==> config.mk <==
export PLATFORM = sky130hd
export DESIGN_NAME = gwm_queue
export DESIGN_NICKNAME = d
export VERILOG_FILES = /design/src/design/gwm_pkg.sv /design/src/design/gwm_queue.sv
export SDC_FILE = /design/constraint.sdc
export NUM_CORES = 1
export LEC_CHECK = 0
export BUFFER_PORTS_ARGS = -buffer_cell sky130_fd_sc_hd__buf_2
export CAP_MARGIN = 20
export CELL_PAD_IN_SITES_DETAIL_PLACEMENT = 1
export CELL_PAD_IN_SITES_GLOBAL_PLACEMENT = 2
export CORE_ASPECT_RATIO = 1.5
export CORE_UTILIZATION = 40
export CTS_BUF_LIST = sky130_fd_sc_hd__clkbuf_2
export CTS_CLUSTER_SIZE = 28
export DETAILED_ROUTE_END_ITERATION = 8
export PLACE_DENSITY_LB_ADDON = 0.2
export SLEW_MARGIN = 20
export SYNTH_ARGS = -nofsm -noshare
export SYNTH_HDL_FRONTEND = slang
export SYNTH_SLANG_ARGS = --single-unit
==> constraint.sdc <==
create_clock -name clk -period 4.21 [get_ports clk]
set_input_delay 0.2105 -clock clk [delete_from_list [all_inputs] [get_ports clk]]
set_output_delay 0.2105 -clock clk [all_outputs]
set_load 0.01 [all_outputs]
==> src/design/gwm_pkg.sv <==
`timescale 1ns / 1ps
`default_nettype none

package gwm_pkg;

    localparam int SAMPLE_BITS = 16;
    localparam int IDX_BITS    = 12;
    localparam int CTR_BITS    = 16;
    localparam int RATE_BITS   = 32;
    localparam int TAB_FRAC    = 15;
    localparam int SEG_BITS    = 14;
    localparam int CFG_IDX_BITS = 2;

    // register indexes of the configuration port
    localparam logic [CFG_IDX_BITS-1:0] CFG_CENTER_ROW = 2'd0;
    localparam logic [CFG_IDX_BITS-1:0] CFG_CENTER_COL = 2'd1;
    localparam logic [CFG_IDX_BITS-1:0] CFG_EXP_RATE   = 2'd2;

    typedef struct packed {
        logic        [IDX_BITS-1:0]    pixel_row;
        logic        [IDX_BITS-1:0]    pixel_col;
        logic signed [SAMPLE_BITS-1:0] in_real;
        logic signed [SAMPLE_BITS-1:0] in_imag;
    } in_item_t;

    typedef struct packed {
        logic signed [SAMPLE_BITS-1:0] out_real;
        logic signed [SAMPLE_BITS-1:0] out_imag;
    } out_item_t;

    // item as it waits between front and back
    typedef struct packed {
        logic                          pass;
        logic        [CTR_BITS-1:0]    abs_dr;
        logic        [CTR_BITS-1:0]    abs_dc;
        logic signed [SAMPLE_BITS-1:0] re;
        logic signed [SAMPLE_BITS-1:0] im;
    } q_entry_t;

    // round(32768 * exp(-k/4)), Q1.15
    function automatic logic [15:0] gwm_exp_tab(input logic [6:0] k);
        logic [15:0] t;
        case (k)
            7'd0:  t = 16'd32768;
            7'd1:  t = 16'd25520;
            7'd2:  t = 16'd19875;
            7'd3:  t = 16'd15479;
            7'd4:  t = 16'd12055;
            7'd5:  t = 16'd9388;
            7'd6:  t = 16'd7312;
            7'd7:  t = 16'd5694;
            7'd8:  t = 16'd4435;
            7'd9:  t = 16'd3454;
            7'd10: t = 16'd2690;
            7'd11: t = 16'd2095;
            7'd12: t = 16'd1631;
            7'd13: t = 16'd1271;
            7'd14: t = 16'd990;
            7'd15: t = 16'd771;
            7'd16: t = 16'd600;
            7'd17: t = 16'd467;
            7'd18: t = 16'd364;
            7'd19: t = 16'd283;
            7'd20: t = 16'd221;
            7'd21: t = 16'd172;
            7'd22: t = 16'd134;
            7'd23: t = 16'd104;
            7'd24: t = 16'd81;
            7'd25: t = 16'd63;
            7'd26: t = 16'd49;
            7'd27: t = 16'd38;
            7'd28: t = 16'd30;
            7'd29: t = 16'd23;
            7'd30: t = 16'd18;
            7'd31: t = 16'd14;
            7'd32: t = 16'd11;
            7'd33: t = 16'd9;
            7'd34: t = 16'd7;
            7'd35: t = 16'd5;
            7'd36: t = 16'd4;
            7'd37: t = 16'd3;
            7'd38: t = 16'd2;
            7'd39: t = 16'd2;
            7'd40: t = 16'd1;
            7'd41: t = 16'd1;
            7'd42: t = 16'd1;
            7'd43: t = 16'd1;
            7'd44: t = 16'd1;
            default: t = 16'd0;
        endcase
        return t;
    endfunction

endpackage

`default_nettype wire

==> src/design/gwm_queue.sv <==
`timescale 1ns / 1ps
`default_nettype none

module gwm_queue
    import gwm_pkg::*;
(
    input  wire logic     clk,
    input  wire logic     rst_n,
    input  wire logic     push,
    input  wire q_entry_t push_data,
    output logic          full,
    input  wire logic     pop,
    output logic          nonempty,
    output q_entry_t      pop_data
);

    q_entry_t   slot_reg [2];
    logic       wr_ptr_reg;
    logic       rd_ptr_reg;
    logic [1:0] count_reg;
    logic [1:0] count_next;

    assign full     = (count_reg == 2'd2);
    assign nonempty = (count_reg != 2'd0);
    assign pop_data = slot_reg[rd_ptr_reg];

    always_comb
    begin
        count_next = count_reg;
        if (push && !pop)
        begin
            count_next = count_reg + 2'd1;
        end
        else if (pop && !push)
        begin
            count_next = count_reg - 2'd1;
        end
    end

    always_ff @(posedge clk or negedge rst_n)
    begin
        if (!rst_n)
        begin
            wr_ptr_reg <= 1'b0;
            rd_ptr_reg <= 1'b0;
            count_reg  <= 2'd0;
        end
        else
        begin
            if (push)
            begin
                wr_ptr_reg <= ~wr_ptr_reg;
            end
            if (pop)
            begin
                rd_ptr_reg <= ~rd_ptr_reg;
            end
            count_reg <= count_next;
        end
    end

    always_ff @(posedge clk)
    begin
        if (push)
        begin
            slot_reg[wr_ptr_reg] <= push_data;
        end
    end

endmodule

`default_nettype wire

==> metrics.txt <==
outcome=finished clean; RSZ-0062 raised after global routing=false; final worst clock skew=about 0.023 ns; DP HPWL=roughly 5.7 mm; first-pass GRT wire length=14.3 mm; Site Rows=between 40 and 50; final hold violation count=0; Hold Path Class=input pin to register; CTS buffer count=17; Multi-input gate area=approximately 980 um2; layout cells sized above 1=approximately 52%; DP Cell Count=501; Post-Synthesis Cell Area=5040 um2; clock sink count=between 100 and 150; crit path DAT=~2.3 ns; Largest register FFs=between 100 and 150; synth warn=0; largest net degree at the start of global routing=67; Die Y=between 100 and 150 um; DR vias=about 2.7k; Max Slew Vio Count=0; DIE WIDTH=~94 um; vias per cell=about 4.5; Post-Route WL=9.32 mm; Max IR drop VDD=0.246 mV; setup total negative slack=0 ns; die area=roughly 13000 um2; Worst Max-Slew Pin Slew=0.896 ns; final net count=507; # setup viols final=0; Root Buffer=clkbuf_2; DRT iter0 DRCs=64; max frequency=approximately 0.4 GHz; Yosys cell types=14; P&R area growth vs syn=33.8%; max capacitance violation total=0; clock buffer depth=2; sequential area share after synthesis=between 70 and 80%; share of the synthesized area in the top cell type=approximately 77%; Max-Slew Margin vs Limit=40.3%; critical path type=register to output port; quantity of I/O buffers inserted on ports=approximately 140; initial antenna violation count=2; Final Worst Setup Slack=1.72 ns; drc violations=0; commonest non-fill, non-tap cell in the layout=buf_2; Ports=approximately 140; core area=between 10000 and 15000 um2; most frequent cells in the layout=buf_2 (135), edfxtp_1 (130), dlygate4sd3_1 (69), mux2_4 (40), mux2_2 (25); H-tree depth=4; Routability Congestion=around 0.71; later-pin clock latency in the skew report=0.62 ns; Mapped Cells=218; register area=between 4000 and 5000 um2; minimum clock period=~2.5 ns; post-CTS setup buffers=0; crit-path max FO=35; CTS tree=built; Synth Register Bits=between 100 and 150; Worst-path clk slew=0.17 ns; final non-filler cell total=~600; CP required=around 4 ns; antenna-violating nets left=0; overall global routing resource usage=15.1%; Synthesized Nets=288; area leader, netlist=edfxtp_1; CP Launch Type=register; Place WS=approximately 2.2 ns; drt wl/cell=around 16 um; vias in the first global route=2966; Syn Area/Cell=approximately 23 um2; worst hold slack=around 0.30 ns; drt pass-1 iters=4; endpoint class of the critical path=output port; most area-consuming cells after synthesis=edfxtp_1 (77%), mux2_4 (12%), mux2_2 (5.6%), dfrtp_1 (2.0%), buf_6 (1.1%); Tcrit/Tclk final=59.2%; gr ovfl total=0; Leakage=between 2 and 3 nW; Pwr per Cell Area=between 500 and 600 nW/um2; Starting Density=between 40 and 50%; Layout fillers=1198
## synthesized netlist by cell type
cell and instances:
dfrtp_1 4, nor2_1 1, xnor2_1 1, inv_1 1, nor2b_1 2, edfxtp_1 130
ha_1 1, buf_6 5, and2_1 1, mux2_2 25, xor2_1 4, mux2_4 40
buf_2 2, or2_2 1
## routing by layer
layer | vias up | share of wire (%) | wire length, um | global-route usage (%)
met1 | 1325 | 37 | 3440 | 14.7
met4 | 0 | 2.9 | 274 | 7.69
met3 | 18 | 4.4 | 414 | 4.75
met5 | - | 0 | 0 | 0
li1 | 1299 | - | - | -
met2 | 87 | 56 | 5180 | 28.0
## final cells by class
| type | count | share of cell area [%] |
|---|---|---|
| antenna | 2 | 0.0742 |
| clock buffer | 19 | 1.41 |
| clock inverter | 9 | 0.964 |
| inverter | 1 | 0.0556 |
| multi-input combinational | 76 | 14.5 |
| sequential | 134 | 59.4 |
| tap | 153 | 2.84 |
| timing repair buffer | 207 | 20.8 |
## critical path: stages (launching register included)
cell	delay [ns]
dfrtp_4	0.83
buf_12	0.32
mux2_2	0.37
buf_2	0.14
## through the flow
stage / instance area [um2] / total power [mW] / util (%)
finish: 6750 / 3.75 / 55.6
global placement: 5870 / 3.16 / 48.4
CTS: 6720 / 3.81 / 55.4
floorplan: 5040 / 2.76 / -
global route: 6750 / 3.95 / 55.6
detailed placement: 5870 / 3.17 / 48.4
## report_power, final
group          total, mW  internal [mW]  switching [mW]
clock              0.589          0.192           0.397
sequential          1.92           1.77           0.150
combinational       1.24          0.671           0.567
total               3.75           2.63            1.11
## path summary, 6_finish.rpt
check	start	endpoint	slack [ns]	depth (start not counted)
setup reg to reg	wr_ptr_reg	slot_reg[0][27]	2.38	2
hold / removal	push_data[47]	slot_reg[1][47]	0.30	2
hold reg to reg	count_reg[1]	count_reg[1]	0.50	1
max in group asynchronous	rst_n	rd_ptr_reg	3.53	3
min in group asynchronous	rst_n	count_reg[1]	0.48	3
setup / recovery	rd_ptr_reg	pop_data[59]	1.72	3
## timing repair
action                                 in CTS  in global routing
endpoints found under the hold margin     137                  0
hold buffers                               69                  0
gates resized for setup                     0                  0
## cells by family after synthesis
family / synth area share, %
xor gates and xnor gates: 0.869
DFF: 79.4
and+or+nand+nor: 0.571
muxes: 17.5
adders and majority gates: 0.248
buffers and inverters: 1.39
No activity file was read; power rests on OpenSTA's default activity.
