<file path="src/design/gwm_pkg.sv">
`timescale 1ns / 1ps
`default_nettype none

package gwm_pkg;

    localparam int SAMPLE_BITS = 16;
    localparam int IDX_BITS    = 12;
    localparam int CTR_BITS    = 16;
    localparam int RATE_BITS   = 32;
    localparam int TAB_FRAC    = 15;
    localparam int SEG_BITS    = 14;
    localparam int CFG_IDX_BITS = 2;

    // register indexes of the configuration port
    localparam logic [CFG_IDX_BITS-1:0] CFG_CENTER_ROW = 2'd0;
    localparam logic [CFG_IDX_BITS-1:0] CFG_CENTER_COL = 2'd1;
    localparam logic [CFG_IDX_BITS-1:0] CFG_EXP_RATE   = 2'd2;

    typedef struct packed {
        logic        [IDX_BITS-1:0]    pixel_row;
        logic        [IDX_BITS-1:0]    pixel_col;
        logic signed [SAMPLE_BITS-1:0] in_real;
        logic signed [SAMPLE_BITS-1:0] in_imag;
    } in_item_t;

    typedef struct packed {
        logic signed [SAMPLE_BITS-1:0] out_real;
        logic signed [SAMPLE_BITS-1:0] out_imag;
    } out_item_t;

    // item as it waits between front and back
    typedef struct packed {
        logic                          pass;
        logic        [CTR_BITS-1:0]    abs_dr;
        logic        [CTR_BITS-1:0]    abs_dc;
        logic signed [SAMPLE_BITS-1:0] re;
        logic signed [SAMPLE_BITS-1:0] im;
    } q_entry_t;

    // round(32768 * exp(-k/4)), Q1.15
    function automatic logic [15:0] gwm_exp_tab(input logic [6:0] k);
        logic [15:0] t;
        case (k)
            7'd0:  t = 16'd32768;
            7'd1:  t = 16'd25520;
            7'd2:  t = 16'd19875;
            7'd3:  t = 16'd15479;
            7'd4:  t = 16'd12055;
            7'd5:  t = 16'd9388;
            7'd6:  t = 16'd7312;
            7'd7:  t = 16'd5694;
            7'd8:  t = 16'd4435;
            7'd9:  t = 16'd3454;
            7'd10: t = 16'd2690;
            7'd11: t = 16'd2095;
            7'd12: t = 16'd1631;
            7'd13: t = 16'd1271;
            7'd14: t = 16'd990;
            7'd15: t = 16'd771;
            7'd16: t = 16'd600;
            7'd17: t = 16'd467;
            7'd18: t = 16'd364;
            7'd19: t = 16'd283;
            7'd20: t = 16'd221;
            7'd21: t = 16'd172;
            7'd22: t = 16'd134;
            7'd23: t = 16'd104;
            7'd24: t = 16'd81;
            7'd25: t = 16'd63;
            7'd26: t = 16'd49;
            7'd27: t = 16'd38;
            7'd28: t = 16'd30;
            7'd29: t = 16'd23;
            7'd30: t = 16'd18;
            7'd31: t = 16'd14;
            7'd32: t = 16'd11;
            7'd33: t = 16'd9;
            7'd34: t = 16'd7;
            7'd35: t = 16'd5;
            7'd36: t = 16'd4;
            7'd37: t = 16'd3;
            7'd38: t = 16'd2;
            7'd39: t = 16'd2;
            7'd40: t = 16'd1;
            7'd41: t = 16'd1;
            7'd42: t = 16'd1;
            7'd43: t = 16'd1;
            7'd44: t = 16'd1;
            default: t = 16'd0;
        endcase
        return t;
    endfunction

endpackage

`default_nettype wire

</file>
<file path="src/design/gwm_front.sv">
`timescale 1ns / 1ps
`default_nettype none

module gwm_front
    import gwm_pkg::*;
#(
    parameter int MAX_DIM = 4096
)
(
    input  wire in_item_t              item,
    input  wire logic [CTR_BITS-1:0]   center_row_q4,
    input  wire logic [CTR_BITS-1:0]   center_col_q4,
    input  wire logic [RATE_BITS-1:0]  exp_rate,
    output q_entry_t                   entry
);

    localparam logic [16:0] IDX_MAX = 17'(MAX_DIM - 1);

    logic [IDX_BITS-1:0] row_c;
    logic [IDX_BITS-1:0] col_c;
    logic signed [CTR_BITS:0] dr;
    logic signed [CTR_BITS:0] dc;

    always_comb
    begin
        // clamp indexes beyond the frame
        row_c = ({5'b0, item.pixel_row} > IDX_MAX) ? IDX_MAX[IDX_BITS-1:0] : item.pixel_row;
        col_c = ({5'b0, item.pixel_col} > IDX_MAX) ? IDX_MAX[IDX_BITS-1:0] : item.pixel_col;
        dr = $signed({1'b0, row_c, 4'b0}) - $signed({1'b0, center_row_q4});
        dc = $signed({1'b0, col_c, 4'b0}) - $signed({1'b0, center_col_q4});
        entry.abs_dr = dr[CTR_BITS] ? CTR_BITS'(-dr) : dr[CTR_BITS-1:0];
        entry.abs_dc = dc[CTR_BITS] ? CTR_BITS'(-dc) : dc[CTR_BITS-1:0];
        entry.pass   = (exp_rate == '0);
        entry.re     = item.in_real;
        entry.im     = item.in_imag;
    end

endmodule

`default_nettype wire

</file>
<file path="config.mk">
export PLATFORM = sky130hd
export DESIGN_NAME = gwm_front
export DESIGN_NICKNAME = d
export VERILOG_FILES = /design/src/design/gwm_pkg.sv /design/src/design/gwm_front.sv
export SDC_FILE = /design/constraint.sdc
export NUM_CORES = 1
export LEC_CHECK = 0
export BUFFER_PORTS_ARGS = -buffer_cell sky130_fd_sc_hd__buf_4
export CELL_PAD_IN_SITES_DETAIL_PLACEMENT = 1
export CELL_PAD_IN_SITES_GLOBAL_PLACEMENT = 2
export CORE_MARGIN = 4
export CORE_UTILIZATION = 22
export DETAILED_ROUTE_END_ITERATION = 16
export MAX_ROUTING_LAYER = met4
export PLACE_DENSITY = 0.95
export SLEW_MARGIN = 0
export SYNTH_ARGS = -nofsm -noshare
export SYNTH_HDL_FRONTEND = slang
export SYNTH_SLANG_ARGS = --single-unit
</file>
<file path="constraint.sdc">
create_clock -name vclk -period 5.7
set_clock_uncertainty 0.15 [all_clocks]
set_input_delay 0 -clock vclk [all_inputs]
set_output_delay 0 -clock vclk [all_outputs]
set_load 0.02 [all_outputs]
</file>
==> results of run 1 <==
stage by stage:
step | cell area (um2) | util | instances
4_1_cts | 3580 | 0.329 | 608
3_3_place_gp | 3260 | 0.300 | 576
2_1_floorplan | 2460 | - | 352
6_report | 3580 | 0.329 | 608
5_1_grt | 3580 | 0.329 | 608
3_5_place_dp | 3260 | 0.300 | 576
timing repair:
item / 4_1_cts / 5_1_grt
endpoints found under the hold margin: 32 / 0
hold buffers: 32 / 0
gates resized for setup: 0 / 0
cells in the final DEF (no fill, tap or decap), types with 2 or more instances in the layout:
cell and instances:
a211oi_2 2, a21o_1 8, a21oi_1 18, a31oi_1 7, a32o_1 2, a41oi_1 2
and2_1 5, and3_1 5, and4bb_1 2, buf_4 121, dlygate4sd3_1 32, ha_1 28
inv_1 34, nand2_1 24, nand2b_1 3, nand3_1 3, nand4_1 3, nor2_1 38
nor3_1 6, nor3b_1 3, nor4_1 10, o21a_1 5, o21ai_0 11, o21ai_1 2
o21bai_1 2, o22ai_1 2, o31ai_1 2, or3_1 4, xnor2_1 36, xor2_1 19
synthesized netlist by cell type, drive strengths merged (5+ instances only):
library cell,instances,share of area
xor2,19,0.068
and2,7,0.019
nor4,11,0.031
inv,34,0.052
o21ai,13,0.026
a21oi,19,0.040
and3,6,0.016
nor2,38,0.058
xnor2,36,0.13
a31oi,8,0.023
ha,28,0.14
a21o,8,0.024
o21a,5,0.015
nor3,6,0.012
buf,36,0.11
nand2,24,0.037
worst max-delay path, cell delays in order:
cell	delay (ns)
buf_4	0.11
ha_1	0.39
a21o_1	0.27
a221oi_2	0.30
xnor2_1	0.18
a2111oi_2	0.47
nand2_1	0.16
nor4_2	0.37
nor2_1	0.12
xnor2_1	0.24
buf_4	0.18
power by group:
part           leakage [nW]  internal, W  switching, W
clock network             0            0             0
registers                 0            0             0
logic                  1.71     0.000255      0.000314
total                  1.71     0.000255      0.000314
logic make-up (layout without fill, tap and decap cells):
| logic type | count (synthesis) | count (layout) | share of synthesized area |
|---|---|---|---|
| buffers and inverters | 71 | 187 | 0.166 |
| XOR/XNOR | 55 | 55 | 0.196 |
| AO/OA/AOI/OAI | 80 | 80 | 0.245 |
| AND/OR/NAND/NOR | 118 | 118 | 0.251 |
| adder cells (fa/ha/maj) | 28 | 28 | 0.142 |
routing by layer:
| layer | part of all wire | global-route usage | vias up | wire length, um |
|---|---|---|---|---|
| li1 | - | - | 1441 | - |
| met1 | 0.40 | 0.139 | 1316 | 3280 |
| met2 | 0.53 | 0.232 | 106 | 4340 |
| met3 | 0.063 | 0.00902 | 8 | 517 |
| met4 | 0.011 | 0.0120 | 0 | 94 |
| met5 | 0 | - | - | 0 |
worst paths after layout:
path | from | endpoint | slack, ns | depth (start not counted)
setup / recovery | item[45] | entry[60] | 2.75 | 11
hold / removal | center_row_q4[0] | entry[48] | 0.12 | 2
cell type report:
class / instances / area [um2]
Multi-Input combinational cell: 281 / 2050
Timing Repair Buffer: 153 / 1230
Fill cell: 1355 / 7300
Inverter: 34 / 128
Tap cell: 140 / 175
==> summary.md, run 1 <==
| Metric | Value |
|---|---|
| Status | finished, final reports clean |
| Fin. Hold Viols | 0 |
| CLK BUF | 0 |
| Port bufs | 121 |
| Reg area | 0 um2 |
| ANT cells | 0 |
| Layout cells sized above 1 | 0.299 |
| Antenna viol nets, final | 0 |
| Critical path class | in -> out |
| Area growth syn-to-layout | 45.6% |
| NumNets Final | 618 |
| CP required | 5.55 ns |
| Fin crit share | 0.517 |
| Worst VDD drop | 0.000114 V |
| Via count | 2871 |
| Average instance area after synthesis | 6.99 um2 |
| Total Power | 0.000569 W |
| Placer Congestion | 0.870 |
| DRC viols | 0 |
| Netlist Area Pre-Place | 2460 um2 |
| Syn Nets | 500 |
| Remaining Overflow, GRT | 0 |
| Sequential cells | 0 |
| First-pass iteration count of the detailed router | 4 |
| Maximum clock frequency | 0.339 GHz |
| Starting Density | 0.226 |
| I/O pins | 185 |
| All-Layer GR Usage | 0.120 |
| DR vias/cell | 4.72 |
| P_leak | 1.71 nW |
| Vias in the first global route | 3125 |
| Crit. End Element | primary output |
| Place WS | 2.48 ns |
| Setup repair bufs after CTS | 0 |
| Crit-path max FO | 8 |
| Max Cap Viol | 0 |
| Slew headroom | 0.432 |
| Dpl hpwl | 6.87 mm |
| Slew Limit Fails | 0 |
| Synth cell types | 60 |
| Final WL | 8.23 mm |
| Largest net degree at the start of global routing | 13 |
| First-pass GRT wire length | 13.4 mm |
| Post-route minimum period | 2.95 ns |
| Initial antenna violation count | 0 |
| Die Y | 114 um |
| Synth Instances | 352 |
| Setup Viol. Count Final | 0 |
| PnR worst setup slack | 2.75 ns |
| Worst hold slack | 0.122 ns |
| Die X | 114 um |
| Synthesis Warnings | 0 |
| Full die area | 12900 um2 |
| Worst hold path type | in -> out |
| Pwr dens | 159 nW/um2 |
| Wire per inst | 13.5 um |
| Critical Path AT | 2.80 ns |
| Starting DRC count in detailed routing | 50 |
| Worst-margin pin slew | 0.847 ns |
| Total Neg Setup Slack | 0 ns |
| RSZ-0062 raised after global routing | no |
| Row count | 38 |
| Worst setup SP type | input pin |
| Register area share after synthesis | 0 |
| Core ar. | 10900 um2 |
(Power assumes the default switching activity.)
==> inputs of run 2 (changes only) <==
Settings changed: ABC_AREA set to 1, CORE_UTILIZATION 22 to 18, PLACE_DENSITY 0.95 to 0.87.
Clock period 5.7 ns to 2.6 ns, I/O delays scaled along.
==> summary.md, run 2 <==
| Metric | Value |
|---|---|
| Status | finished, final reports clean |
| Starting DRC count in detailed routing | 88 (+76%) |
| Most Frequent Cell on Critical Path | nand2_1 |
| Post-CTS Resized | 0 (unchanged) |
| NumNets Final | 840 (+36%) |
| Synth Instances | 571 (+62%) |
| Hold Path Sink | entry[32] |
| Fin. Hold Viols | 0 (unchanged) |
| Initial antenna violation count | 0 (unchanged) |
| Placer Congestion | 0.804 (-7.6%) |
| Most frequent cells in the layout | nand2_1 (199), buf_4 (121), inv_1 (101), nor2_1 (51), nand3_1 (34) |
| P_leak | 2.46 nW (+44%) |
| Vias in the first global route | 3598 (+15%) |
| Fin crit share | 0.778 |
| Hold Crit Start | center_col_q4[0] |
| Busiest grt layer | met2 |
| Worst-margin pin slew | 0.351 ns (-0.495 ns) |
| Slew headroom | 0.764 (+0.332) |
| Register area share after synthesis | 0 (unchanged) |
| Synth cell types | 30 (-50%) |
| Average instance area after synthesis | 5.13 um2 (-27%) |
| Leading area contributor after synthesis | nand2_1 |
| Post-route minimum period | 2.02 ns |
| Critical path class | in -> out |
| Port bufs | 121 (unchanged) |
| Wire per inst | 10.9 um (-19%) |
| Xor and xnor area share after synthesis | 0.0833 (-0.112) |
| Final non-filler cell total | 906 (+49%) |
| Hold Path Depth | 2 (unchanged) |
| Die X | 136 um (+19%) |
| Crit-path max FO | 5 (-3) |
| Worst path cell trace | buf_4 -> inv_1 -> ha_1 -> or2_2 -> nor2_1 -> nand2_1 -> nor2_2 -> nand3_2 -> nor2_4 -> nand2_1 -> nand2_2 -> nand2_1 -> nand2_1 -> nand2_1 -> buf_4 |
| Synthesis Warnings | 0 (unchanged) |
| CP required | 2.45 ns (-3.10 ns) |
| Core ar. | 15900 um2 (+46%) |
| Syn Nets | 719 (+44%) |
| Starting Density | 0.184 (-0.0422) |
| Fillers | 2148 (+59%) |
| All-Layer GR Usage | 0.104 (-0.0159) |
| I/O pins | 185 (unchanged) |
| Final WL | 9.91 mm (+20%) |
| Top post-synthesis cells by area | nand2_1 (25%), inv_1 (13%), ha_1 (12%) |
| Area growth syn-to-layout | 42.4% |
| Setup Viol. Count Final | 0 (unchanged) |
| Netlist Area Pre-Place | 2930 um2 (+19%) |
| Simple-Gate Fraction of Synth Area | 0.517 (+0.266) |
| Crit. End Element | primary output |
| Largest net degree at the start of global routing | 10 (-3) |
| Slew Limit Fails | 0 (unchanged) |
| Synth top area share | 0.255 (+0.113) |
| Mux cell area share after synthesis | 0 (unchanged) |
| Reg area | 0 um2 (unchanged) |
| Worst hold path type | in -> out |
| Final design utilization | 0.262 (-0.0673) |
| Critical Path AT | 1.87 ns (-0.93 ns) |
| Die Y | 136 um (+19%) |
| Full die area | 18400 um2 (+42%) |
| DR vias/cell | 4.05 (-14%) |
| Maximum clock frequency | 0.494 GHz |
| Met1 usage | 0.139 (+0.000375) |
| First-pass GRT wire length | 16.1 mm (+20%) |
| Antenna viol nets, final | 0 (unchanged) |
| Post-synthesis compound-gate area fraction | 0.0367 (-0.208) |
| Post-synthesis adder-cell area fraction | 0.120 (-0.0228) |
| Max Cap Viol | 0 (unchanged) |
| DRC viols | 0 (unchanged) |
| Post-synth top cells | nand2_1 (199), inv_1 (101), nor2_1 (51), buf_4 (34), nand3_1 (34) |
| Worst hold slack | 0.0652 ns (-0.0570 ns) |
| Total Neg Setup Slack | 0 ns (unchanged) |
| RSZ-0062 raised after global routing | no |
| Pwr dens | 301 nW/um2 (+89%) |
| Row count | 46 (+21%) |
| Remaining Overflow, GRT | 0 (unchanged) |
| Slowest stage delay, CP | 0.28 ns (-0.19 ns) |
| Combinational family with the most area after synthesis | simple AND/OR/NAND/NOR gates |
| Layout cells sized above 1 | 0.241 (-0.0586) |
| Grt met2 use | 0.189 (-0.0438) |
| Inst Count DP | 874 (+52%) |
| CLK BUF | 0 (unchanged) |
| First-pass iteration count of the detailed router | 4 (unchanged) |
| Most common cell after layout, fill and taps aside | nand2_1 |
| Most numerous cell in the Yosys netlist | nand2_1 |
| Sequential cells | 0 (unchanged) |
| PnR worst setup slack | 0.577 ns (-2.17 ns) |
| Place WS | 0.572 ns (-1.91 ns) |
| ANT cells | 0 (unchanged) |
| Dpl hpwl | 8.64 mm (+26%) |
| Grt met3 use | 0.00186 (-0.00716) |
| Worst VDD drop | 0.000118 V (+3.3%) |
| Via count | 3670 (+28%) |
| Slowest CP cell | ha_1 |
| Worst setup SP type | input pin |
run 2: how the worst max path moves through the flow:
stage	from	to	slack, ns	cells past startpoint
2_1_floorplan	center_row_q4[10]	entry[58]	0.89	11
3_3_place_gp	item[38]	entry[47]	0.57	14
3_5_place_dp	item[38]	entry[47]	0.57	14
4_1_cts	center_row_q4[0]	entry[63]	0.56	15
5_1_grt	item[44]	entry[60]	0.29	16
6_report	center_row_q4[0]	entry[63]	0.58	15
run 2: what timing repair did:
action                                 CTS  global route
buffers inserted                         0             0
endpoints found under the hold margin   32             0
hold buffers                            32             0
run 2: cells by family (layout without fill, tap and decap cells):
| family | count (synthesis) | count (layout) |
|---|---|---|
| AOI/OAI and AO/OA | 21 | 21 |
| buffers and inverters | 154 | 273 |
| and+or+nand+nor | 341 | 341 |
| xor gates and xnor gates | 27 | 27 |
| adders and majority gates | 28 | 28 |
run 2: final cells by class:
cell class,instances,area (um2),share of cell area
inverter,120,458,0.110
multi-input combinational,417,2220,0.531
tap,216,270,0.0647
timing repair buffer,153,1230,0.294
run 2: through the flow:
| step | power (W) | instance area, um2 |
|---|---|---|
| after floorplan | 0.000810 | 2930 |
| after global placement | 0.00119 | 3850 |
| after detailed placement | 0.00120 | 3850 |
| after CTS | 0.00128 | 4170 |
| after global routing | 0.00140 | 4170 |
| final | 0.00126 | 4170 |
run 2: layer usage:
| metal | wire length (um) | share of wire | vias up |
|---|---|---|---|
| met5 | 0 | 0 | - |
| met4 | 0 | 0 | 0 |
| met3 | 515 | 0.052 | 0 |
| met2 | 4780 | 0.48 | 106 |
| met1 | 4620 | 0.47 | 1622 |
| li1 | - | - | 1942 |
run 2: report_power, final:
part	switching, W	leakage (nW)	internal, W	total (W)
Combinational	0.000739	2.46	0.000516	0.00126
Clock	0	0	0	0
Sequential	0	0	0	0
run 2: worst max-delay path: cells and delay by family:
| family | cells | cell delay [ns] |
|---|---|---|
| adders and majority gates | 1 | 0.28 |
| buffers and inverters | 3 | 0.40 |
| and+or+nand+nor | 11 | 1.20 |
